File: src/rtl/mcrt_pkg.sv
`timescale 1ns / 1ps

package mcrt_pkg;

    // Input item kinds, carried in the low bits of s_tuser.
    typedef enum logic [1:0] {
        FN_TICK  = 2'd0,
        FN_READ  = 2'd1,
        FN_WRITE = 2'd2
    } func_t;

    // Per-timer register map.
    typedef enum logic [1:0] {
        REG_TIME = 2'd0,
        REG_LOAD = 2'd1,
        REG_CTRL = 2'd2,
        REG_STAT = 2'd3
    } reg_sel_t;

    // Control register bits.
    localparam int CTRL_IRQE_BIT = 0;
    localparam int CTRL_PRDC_BIT = 1;

    // Field widths fixed by the register interface.
    localparam int DATA_W   = 32;
    localparam int FUNC_W   = 2;
    localparam int TSEL_W   = 2;
    localparam int RSEL_W   = 2;
    localparam int IRQ_W    = 4;
    localparam int COUNT_W  = 64;
    localparam int USER_W   = FUNC_W + TSEL_W + RSEL_W;
    localparam int RES_W    = DATA_W + IRQ_W + 1;
    localparam int M_DATA_W = ((RES_W + 7) / 8) * 8;

    // Commands from the access decoder to one timer.
    typedef struct packed {
        logic tick;
        logic load_we;
        logic ctrl_we;
        logic stat_clr;
    } tmr_cmd_t;

    // What one timer reports back.
    typedef struct packed {
        logic [DATA_W-1:0] reload;
        logic              expired;
        logic              irq_next;
    } tmr_stat_t;

endpackage

File: src/rtl/mcrt_timer.sv
`timescale 1ns / 1ps

module mcrt_timer (
    input  logic                      aclk,
    input  logic                      aresetn,
    input  mcrt_pkg::tmr_cmd_t        cmd,
    input  logic [mcrt_pkg::DATA_W-1:0] wdata,
    output mcrt_pkg::tmr_stat_t       stat
);

    logic [mcrt_pkg::DATA_W-1:0] reload_reg, reload_next;
    logic [mcrt_pkg::DATA_W-1:0] remain_reg, remain_next;
    logic                        run_reg, run_next;
    logic                        irqe_reg, irqe_next;
    logic                        prdc_reg, prdc_next;
    logic                        expd_reg, expd_next;
    logic                        irq_reg, irq_next;
    logic [mcrt_pkg::DATA_W-1:0] remain_dec;

    assign remain_dec = remain_reg - mcrt_pkg::DATA_W'(1);

    // Countdown, expiry and register side effects for this timer.
    always_comb begin
        reload_next = reload_reg;
        remain_next = remain_reg;
        run_next    = run_reg;
        irqe_next   = irqe_reg;
        prdc_next   = prdc_reg;
        expd_next   = expd_reg;
        irq_next    = irq_reg;
        if (cmd.tick && run_reg) begin
            remain_next = remain_dec;
            if (remain_dec == '0) begin
                expd_next = 1'b1;
                if (irqe_reg) begin
                    irq_next = 1'b1;
                end
                if (prdc_reg && (reload_reg != '0)) begin
                    remain_next = reload_reg;
                end else begin
                    run_next = 1'b0;
                end
            end
        end
        if (cmd.load_we) begin
            reload_next = wdata;
        end
        if (cmd.ctrl_we) begin
            irqe_next = wdata[mcrt_pkg::CTRL_IRQE_BIT];
            prdc_next = wdata[mcrt_pkg::CTRL_PRDC_BIT];
            run_next  = (reload_reg != '0);
            // A control write always restarts from the current reload.
            remain_next = reload_reg;
        end
        if (cmd.stat_clr) begin
            expd_next = 1'b0;
            irq_next  = 1'b0;
        end
    end

    always_ff @(posedge aclk) begin
        if (!aresetn) begin
            reload_reg <= '0;
            remain_reg <= '0;
            run_reg    <= 1'b0;
            irqe_reg   <= 1'b0;
            prdc_reg   <= 1'b0;
            expd_reg   <= 1'b0;
            irq_reg    <= 1'b0;
        end else begin
            reload_reg <= reload_next;
            remain_reg <= remain_next;
            run_reg    <= run_next;
            irqe_reg   <= irqe_next;
            prdc_reg   <= prdc_next;
            expd_reg   <= expd_next;
            irq_reg    <= irq_next;
        end
    end

    assign stat.reload   = reload_reg;
    assign stat.expired  = expd_reg;
    assign stat.irq_next = irq_next;

endmodule

File: src/rtl/multi_channel_reload_timer.sv
`timescale 1ns / 1ps

// Bank of TIMERS countdown timers with a shared 64-bit nanosecond counter,
// driven by one stream of beats: ticks, register reads and register writes.
// Every input beat gives exactly one result beat. The block takes one beat
// per clock cycle while the output is not stalled. A beat passes an input
// register and then a result register, whose contents drive m_tdata; the
// result is taken when m_tready is high. The whole update (64-bit counter
// increment, all timer decrements in parallel and the register access)
// happens in the single step between those two registers. When the result
// register is held by m_tready low, the input register keeps one more beat
// and then s_tready drops.
module multi_channel_reload_timer #(
    parameter int TIMERS = 4
) (
    input  logic                          aclk,
    input  logic                          aresetn,
    input  logic                          s_tvalid,
    output logic                          s_tready,
    // [31:0] write_data
    input  logic [mcrt_pkg::DATA_W-1:0]   s_tdata,
    // [1:0] func, [3:2] timer_select, [5:4] reg_select
    input  logic [mcrt_pkg::USER_W-1:0]   s_tuser,
    output logic                          m_tvalid,
    input  logic                          m_tready,
    // [31:0] read_data, [35:32] irq_lines, [36] access_error, [39:37] zero
    output logic [mcrt_pkg::M_DATA_W-1:0] m_tdata
);

    localparam int TS_LO = mcrt_pkg::FUNC_W;
    localparam int RS_LO = mcrt_pkg::FUNC_W + mcrt_pkg::TSEL_W;

    // Input register.
    logic                          in_vld_reg;
    logic [mcrt_pkg::FUNC_W-1:0]   in_func_reg;
    logic [mcrt_pkg::TSEL_W-1:0]   in_tsel_reg;
    logic [mcrt_pkg::RSEL_W-1:0]   in_rsel_reg;
    logic [mcrt_pkg::DATA_W-1:0]   in_wdata_reg;

    // Result register.
    logic                          out_vld_reg;
    logic [mcrt_pkg::DATA_W-1:0]   out_rdata_reg, out_rdata_next;
    logic [mcrt_pkg::IRQ_W-1:0]    out_irq_reg, out_irq_next;
    logic                          out_err_reg, out_err_next;

    logic [mcrt_pkg::COUNT_W-1:0]  ns_count_reg;

    logic                          adv;
    logic                          in_range;
    logic                          is_tick, rd_ok, wr_ok;
    logic                          do_load_we, do_ctrl_we, do_stat_rd;
    logic [TIMERS-1:0]             hit;
    mcrt_pkg::tmr_cmd_t            cmd   [TIMERS];
    mcrt_pkg::tmr_stat_t           stat  [TIMERS];
    logic [mcrt_pkg::DATA_W-1:0]   sel_reload;
    logic                          sel_expired;

    // The stored beat moves on when the result register is free or drained.
    assign adv      = in_vld_reg && (!out_vld_reg || m_tready);
    assign s_tready = !in_vld_reg || adv;

    always_ff @(posedge aclk) begin
        if (!aresetn) begin
            in_vld_reg <= 1'b0;
        end else if (s_tready) begin
            in_vld_reg <= s_tvalid;
        end
    end

    always_ff @(posedge aclk) begin
        if (s_tready && s_tvalid) begin
            in_func_reg  <= s_tuser[mcrt_pkg::FUNC_W-1:0];
            in_tsel_reg  <= s_tuser[TS_LO +: mcrt_pkg::TSEL_W];
            in_rsel_reg  <= s_tuser[RS_LO +: mcrt_pkg::RSEL_W];
            in_wdata_reg <= s_tdata;
        end
    end

    // Timer address decode.
    generate
        for (genvar t = 0; t < TIMERS; t++) begin : g_hit
            assign hit[t] = (int'(in_tsel_reg) == t);
        end
    endgenerate

    assign in_range = (int'(in_tsel_reg) < TIMERS);

    // Read mux over the addressed timer.
    always_comb begin
        sel_reload  = '0;
        sel_expired = 1'b0;
        for (int t = 0; t < TIMERS; t++) begin
            if (hit[t]) begin
                sel_reload  = sel_reload | stat[t].reload;
                sel_expired = sel_expired | stat[t].expired;
            end
        end
    end

    // Access decode, error check and read data.
    always_comb begin
        is_tick        = 1'b0;
        rd_ok          = 1'b0;
        wr_ok          = 1'b0;
        do_load_we     = 1'b0;
        do_ctrl_we     = 1'b0;
        do_stat_rd     = 1'b0;
        out_rdata_next = '0;
        out_err_next   = 1'b0;
        unique case (in_func_reg)
            mcrt_pkg::FN_TICK: begin
                is_tick = 1'b1;
            end
            mcrt_pkg::FN_READ: begin
                rd_ok        = in_range;
                out_err_next = !in_range;
            end
            mcrt_pkg::FN_WRITE: begin
                wr_ok        = in_range;
                out_err_next = !in_range;
            end
            default: begin
                out_err_next = 1'b1;
            end
        endcase
        if (rd_ok) begin
            unique case (in_rsel_reg)
                mcrt_pkg::REG_TIME: out_rdata_next = ns_count_reg[mcrt_pkg::DATA_W-1:0];
                mcrt_pkg::REG_LOAD: out_rdata_next = sel_reload;
                mcrt_pkg::REG_STAT: begin
                    out_rdata_next = mcrt_pkg::DATA_W'(sel_expired);
                    do_stat_rd     = 1'b1;
                end
                mcrt_pkg::REG_CTRL: out_err_next = 1'b1;
            endcase
        end
        if (wr_ok) begin
            unique case (in_rsel_reg)
                mcrt_pkg::REG_LOAD: do_load_we   = 1'b1;
                mcrt_pkg::REG_CTRL: do_ctrl_we   = 1'b1;
                mcrt_pkg::REG_TIME,
                mcrt_pkg::REG_STAT: out_err_next = 1'b1;
            endcase
        end
    end

    // Nanosecond counter, advanced by each accepted tick beat.
    always_ff @(posedge aclk) begin
        if (!aresetn) begin
            ns_count_reg <= '0;
        end else if (adv && is_tick) begin
            ns_count_reg <= ns_count_reg + mcrt_pkg::COUNT_W'(1);
        end
    end

    // One timer instance per channel.
    generate
        for (genvar t = 0; t < TIMERS; t++) begin : g_tmr
            assign cmd[t].tick     = adv && is_tick;
            assign cmd[t].load_we  = adv && do_load_we && hit[t];
            assign cmd[t].ctrl_we  = adv && do_ctrl_we && hit[t];
            assign cmd[t].stat_clr = adv && do_stat_rd && hit[t];

            mcrt_timer u_tmr (
                .aclk    (aclk),
                .aresetn (aresetn),
                .cmd     (cmd[t]),
                .wdata   (in_wdata_reg),
                .stat    (stat[t])
            );
        end
    endgenerate

    // Interrupt lines after the update; timers beyond the first four have none.
    generate
        for (genvar i = 0; i < mcrt_pkg::IRQ_W; i++) begin : g_irq
            if (i < TIMERS) begin : g_on
                assign out_irq_next[i] = stat[i].irq_next;
            end else begin : g_off
                assign out_irq_next[i] = 1'b0;
            end
        end
    endgenerate

    // Result register.
    always_ff @(posedge aclk) begin
        if (!aresetn) begin
            out_vld_reg <= 1'b0;
        end else if (adv) begin
            out_vld_reg <= 1'b1;
        end else if (m_tready) begin
            out_vld_reg <= 1'b0;
        end
    end

    always_ff @(posedge aclk) begin
        if (adv) begin
            out_rdata_reg <= out_rdata_next;
            out_irq_reg   <= out_irq_next;
            out_err_reg   <= out_err_next;
        end
    end

    assign m_tvalid = out_vld_reg;
    assign m_tdata  = mcrt_pkg::M_DATA_W'({out_err_reg, out_irq_reg, out_rdata_reg});

endmodule

File: config.mk
export PLATFORM = sky130hd
export DESIGN_NAME = multi_channel_reload_timer
export DESIGN_NICKNAME = d
export VERILOG_FILES = /design/src/rtl/mcrt_pkg.sv /design/src/rtl/mcrt_timer.sv /design/src/rtl/multi_channel_reload_timer.sv
export SDC_FILE = /design/constraint.sdc
export NUM_CORES = 1
export LEC_CHECK = 0
export ABC_AREA = 1
export ABC_CLOCK_PERIOD_IN_PS = 5300
export BUFFER_PORTS_ARGS = -buffer_cell sky130_fd_sc_hd__buf_2
export CORE_MARGIN = 2
export CORE_UTILIZATION = 38
export DETAILED_ROUTE_END_ITERATION = 10
export MAX_ROUTING_LAYER = met4
export PLACE_DENSITY = 0.56
export SYNTH_ARGS = -nofsm -noshare
export SYNTH_HDL_FRONTEND = slang
export SYNTH_SLANG_ARGS = --single-unit
File: constraint.sdc
create_clock -name aclk -period 5.3 [get_ports aclk]
set_clock_uncertainty 0.1 [all_clocks]
set_input_delay 1.06 -clock aclk [delete_from_list [all_inputs] [get_ports aclk]]
set_output_delay 1.06 -clock aclk [all_outputs]
set_load 0.02 [all_outputs]
==> flow_metrics.env <==
export IMPL_maxSlewViolCount=0
export IMPL_hold_path_class="reg -> reg"
export IMPL_synth_most_common_cell="nand2_1"
export IMPL_min_period_ns=3.81
export IMPL_cts_setup_buffers=0
export IMPL_yosys_cell_types_count=50
export IMPL_antenna_found_initial=0
export IMPL_postSynthAreaPerCell_um2=6.31
export IMPL_firstDrtPassIters=6
export IMPL_synth_commonest_cells="nand2_1, inv_1, nor2_1"
export IMPL_rsz0062_at_grt="false"
export IMPL_worst_slew_pin_slew_ns=1.34
export IMPL_grt_max_degree=218
export IMPL_post_drt_wl_per_cell_um=18.0
export IMPL_fin_tns_setup_ns=0
export IMPL_grt_overflow_total=0
export IMPL_hold_violations=0
export IMPL_gp_congestion=0.939
export IMPL_synth_ff_latch_count=385
export IMPL_worstRegToRegCells=17
export IMPL_cts_root_buf="clkbuf_16"
export IMPL_ir_worst_vdd_mv=0.287
export IMPL_cts_max_level=2
export IMPL_die_w_um=254
export IMPL_r2r_start="g_tmr[3].u_tmr.remain_reg[0]"
export IMPL_dpl_hpwl_um=61600
export IMPL_cts_buffers_inserted=47
export IMPL_drc=0
export IMPL_routed_wl_um=83400
export IMPL_max_freq_ghz=0.263
export IMPL_startpoint="m_tready"
export IMPL_cap_violations=0
export IMPL_drive_gt1_share_pct=6.82
export IMPL_ant_nets=0
export IMPL_first_global_vias=21200
export IMPL_synth_top_area_share_pct=26.1
export IMPL_clkLatencyLatePin_ns=0.63
export IMPL_cts_tree="yes"
export IMPL_setup_slack_ns=1.49
export IMPL_cp_end_kind="flop"
export IMPL_portBuffers=80
export IMPL_nets=3819
export IMPL_period_share_pct=71.8
export IMPL_outcome="completed"
export IMPL_power_density_nw_per_um2=266
export IMPL_clock_path_buffers=3
export IMPL_synthTopCellsByArea="dfxtp_1, nand2_1, inv_1"
export IMPL_multi_input_area_um2=12300
export IMPL_seqCellArea_um2=8460
export IMPL_core_area_um2=61700
export IMPL_pin_count=84
export IMPL_whs_ns=0.360
export IMPL_syn_area_um2=23800
export IMPL_syn_inst=3767
export IMPL_worstPathArrival_ns=4.22
export IMPL_rows=91
export IMPL_p_total_mw=7.02
export IMPL_cts_sinks=385
export IMPL_startpoint_type="input pin"
export IMPL_die_y_um=254
export IMPL_max_slew_margin_pct=10.2
export IMPL_fin_util_pct=42.8
export IMPL_hold_path_endpoint="g_tmr[1].u_tmr.run_reg"
export IMPL_cts_hold_buf=0
export IMPL_max_stage_delay_ns=1.02
export IMPL_num_fill_cells=6709
export IMPL_grtUsageTotal_pct=26.2
export IMPL_r2r_slack_ns=1.55
export IMPL_initial_core_util_pct=38.5
export IMPL_clk_pin_slew_worst_paths_ns=0.06
export IMPL_hp_start="g_tmr[1].u_tmr.run_reg"
export IMPL_post_cts_resized=0
export IMPL_ys_warn_count=0
export IMPL_critical_path_class="in -> reg"
export IMPL_power_leakage_nw=13.4
export IMPL_cp_cell_sequence="buf_2, inv_1, nand2_1, nand2_1, nor3_2, inv_2, nor2_1, inv_1, nand2_2, nand3_1, nand2_1, inv_1"
export IMPL_seq_area_frac_synth_pct=35.6
export IMPL_area_delta_synth_final_pct=11.3
export IMPL_via_per_inst=5.10
export IMPL_grt_pass1_wl_um=127000
export IMPL_yosys_area_top_type="dfxtp_1"
export IMPL_synthFlopType="dfxtp_1"
export IMPL_pre_cts_slack_ns=0.941
export IMPL_drt_iter0_markers=2230
export IMPL_dieArea_um2=64500
export IMPL_whs_path_depth=2
export IMPL_vias=23700
export IMPL_synth_edf_count=75
export IMPL_critPathMaxFanout=63
export IMPL_async_flop_share_pct=0
export IMPL_setup_violations=0
export IMPL_slowest_stage="nor3_2"
export IMPL_rr_endpoint="g_tmr[3].u_tmr.remain_reg[20]"
export IMPL_critPathRequiredTime_ns=5.71
per-layer routing:
layer / share of wire [%] / GRT usage [%]
met2: 42 / 38.4
met3: 5.4 / 2.98
met5: 0 / -
met1: 49 / 37.6
met4: 3.3 / 8.22
kinds of logic (layout without fill, tap and decap cells):
kind of cell             Yosys count  in the layout  share of synthesized area (%)
other                              1              5                         0.0158
AND/OR/NAND/NOR                 1794           1794                           32.3
XOR/XNOR                          64             64                           2.42
adder cells (fa/ha/maj)           14             14                          0.737
AO/OA/AOI/OAI                    715            715                           16.0
buffers and inverters            794            825                           12.9
flip-flops                       385            385                           35.6
report_power, final:
part | switching [mW] | leakage [nW] | internal [mW]
clock | 1.41 | 0.810 | 2.01
sequential | 0.0630 | 3.22 | 3.03
combinational | 0.362 | 9.39 | 0.155
area by class of cell:
| class | instances | share of cell area, % |
|---|---|---|
| diodes | 2 | 0.0189 |
| clock buffers | 64 | 5.15 |
| clock inverters | 22 | 1.05 |
| inverters | 631 | 8.98 |
| multi-input cells | 2590 | 46.4 |
| flip-flops and latches | 385 | 32.0 |
| well taps | 837 | 3.96 |
| repair buffers | 108 | 2.38 |
placed cells by master (no fill, tap or decap), types with 31 or more instances in the layout:
master	count
edfxtp_1	75
a22oi_1	31
a21oi_1	195
buf_2	79
dfxtp_1	310
o22ai_1	34
o21ai_0	398
nand4_1	110
nand2_1	883
nor2_1	455
inv_1	614
clkbuf_16	48
xor2_1	51
nand3_1	230
through the flow:
| step | instances | area (µm²) |
|---|---|---|
| after floorplan | 3769 | 23800 |
| after global placement | 4551 | 24800 |
| after detailed placement | 4551 | 24800 |
| after CTS | 4637 | 26400 |
| after global routing | 4637 | 26400 |
| final | 4639 | 26400 |
how the worst max path moves through the flow:
stage,slack [ns],end,depth (start not counted)
finish,1.49,g_tmr[2].u_tmr.remain_reg[12],12
global route,1.19,g_tmr[3].u_tmr.remain_reg[18],17
CTS,1.59,g_tmr[2].u_tmr.remain_reg[12],12
detailed placement,0.94,g_tmr[2].u_tmr.remain_reg[12],12
global placement,0.99,g_tmr[2].u_tmr.remain_reg[12],12
floorplan,1.68,g_tmr[0].u_tmr.remain_reg[1],12
worst max-delay path, delay by kind of cell:
family,cells,cell delay (ns)
AND/OR/NAND/NOR,7,2.69
buffers and inverters,5,0.44
Power figures use the tool's default switching activity.
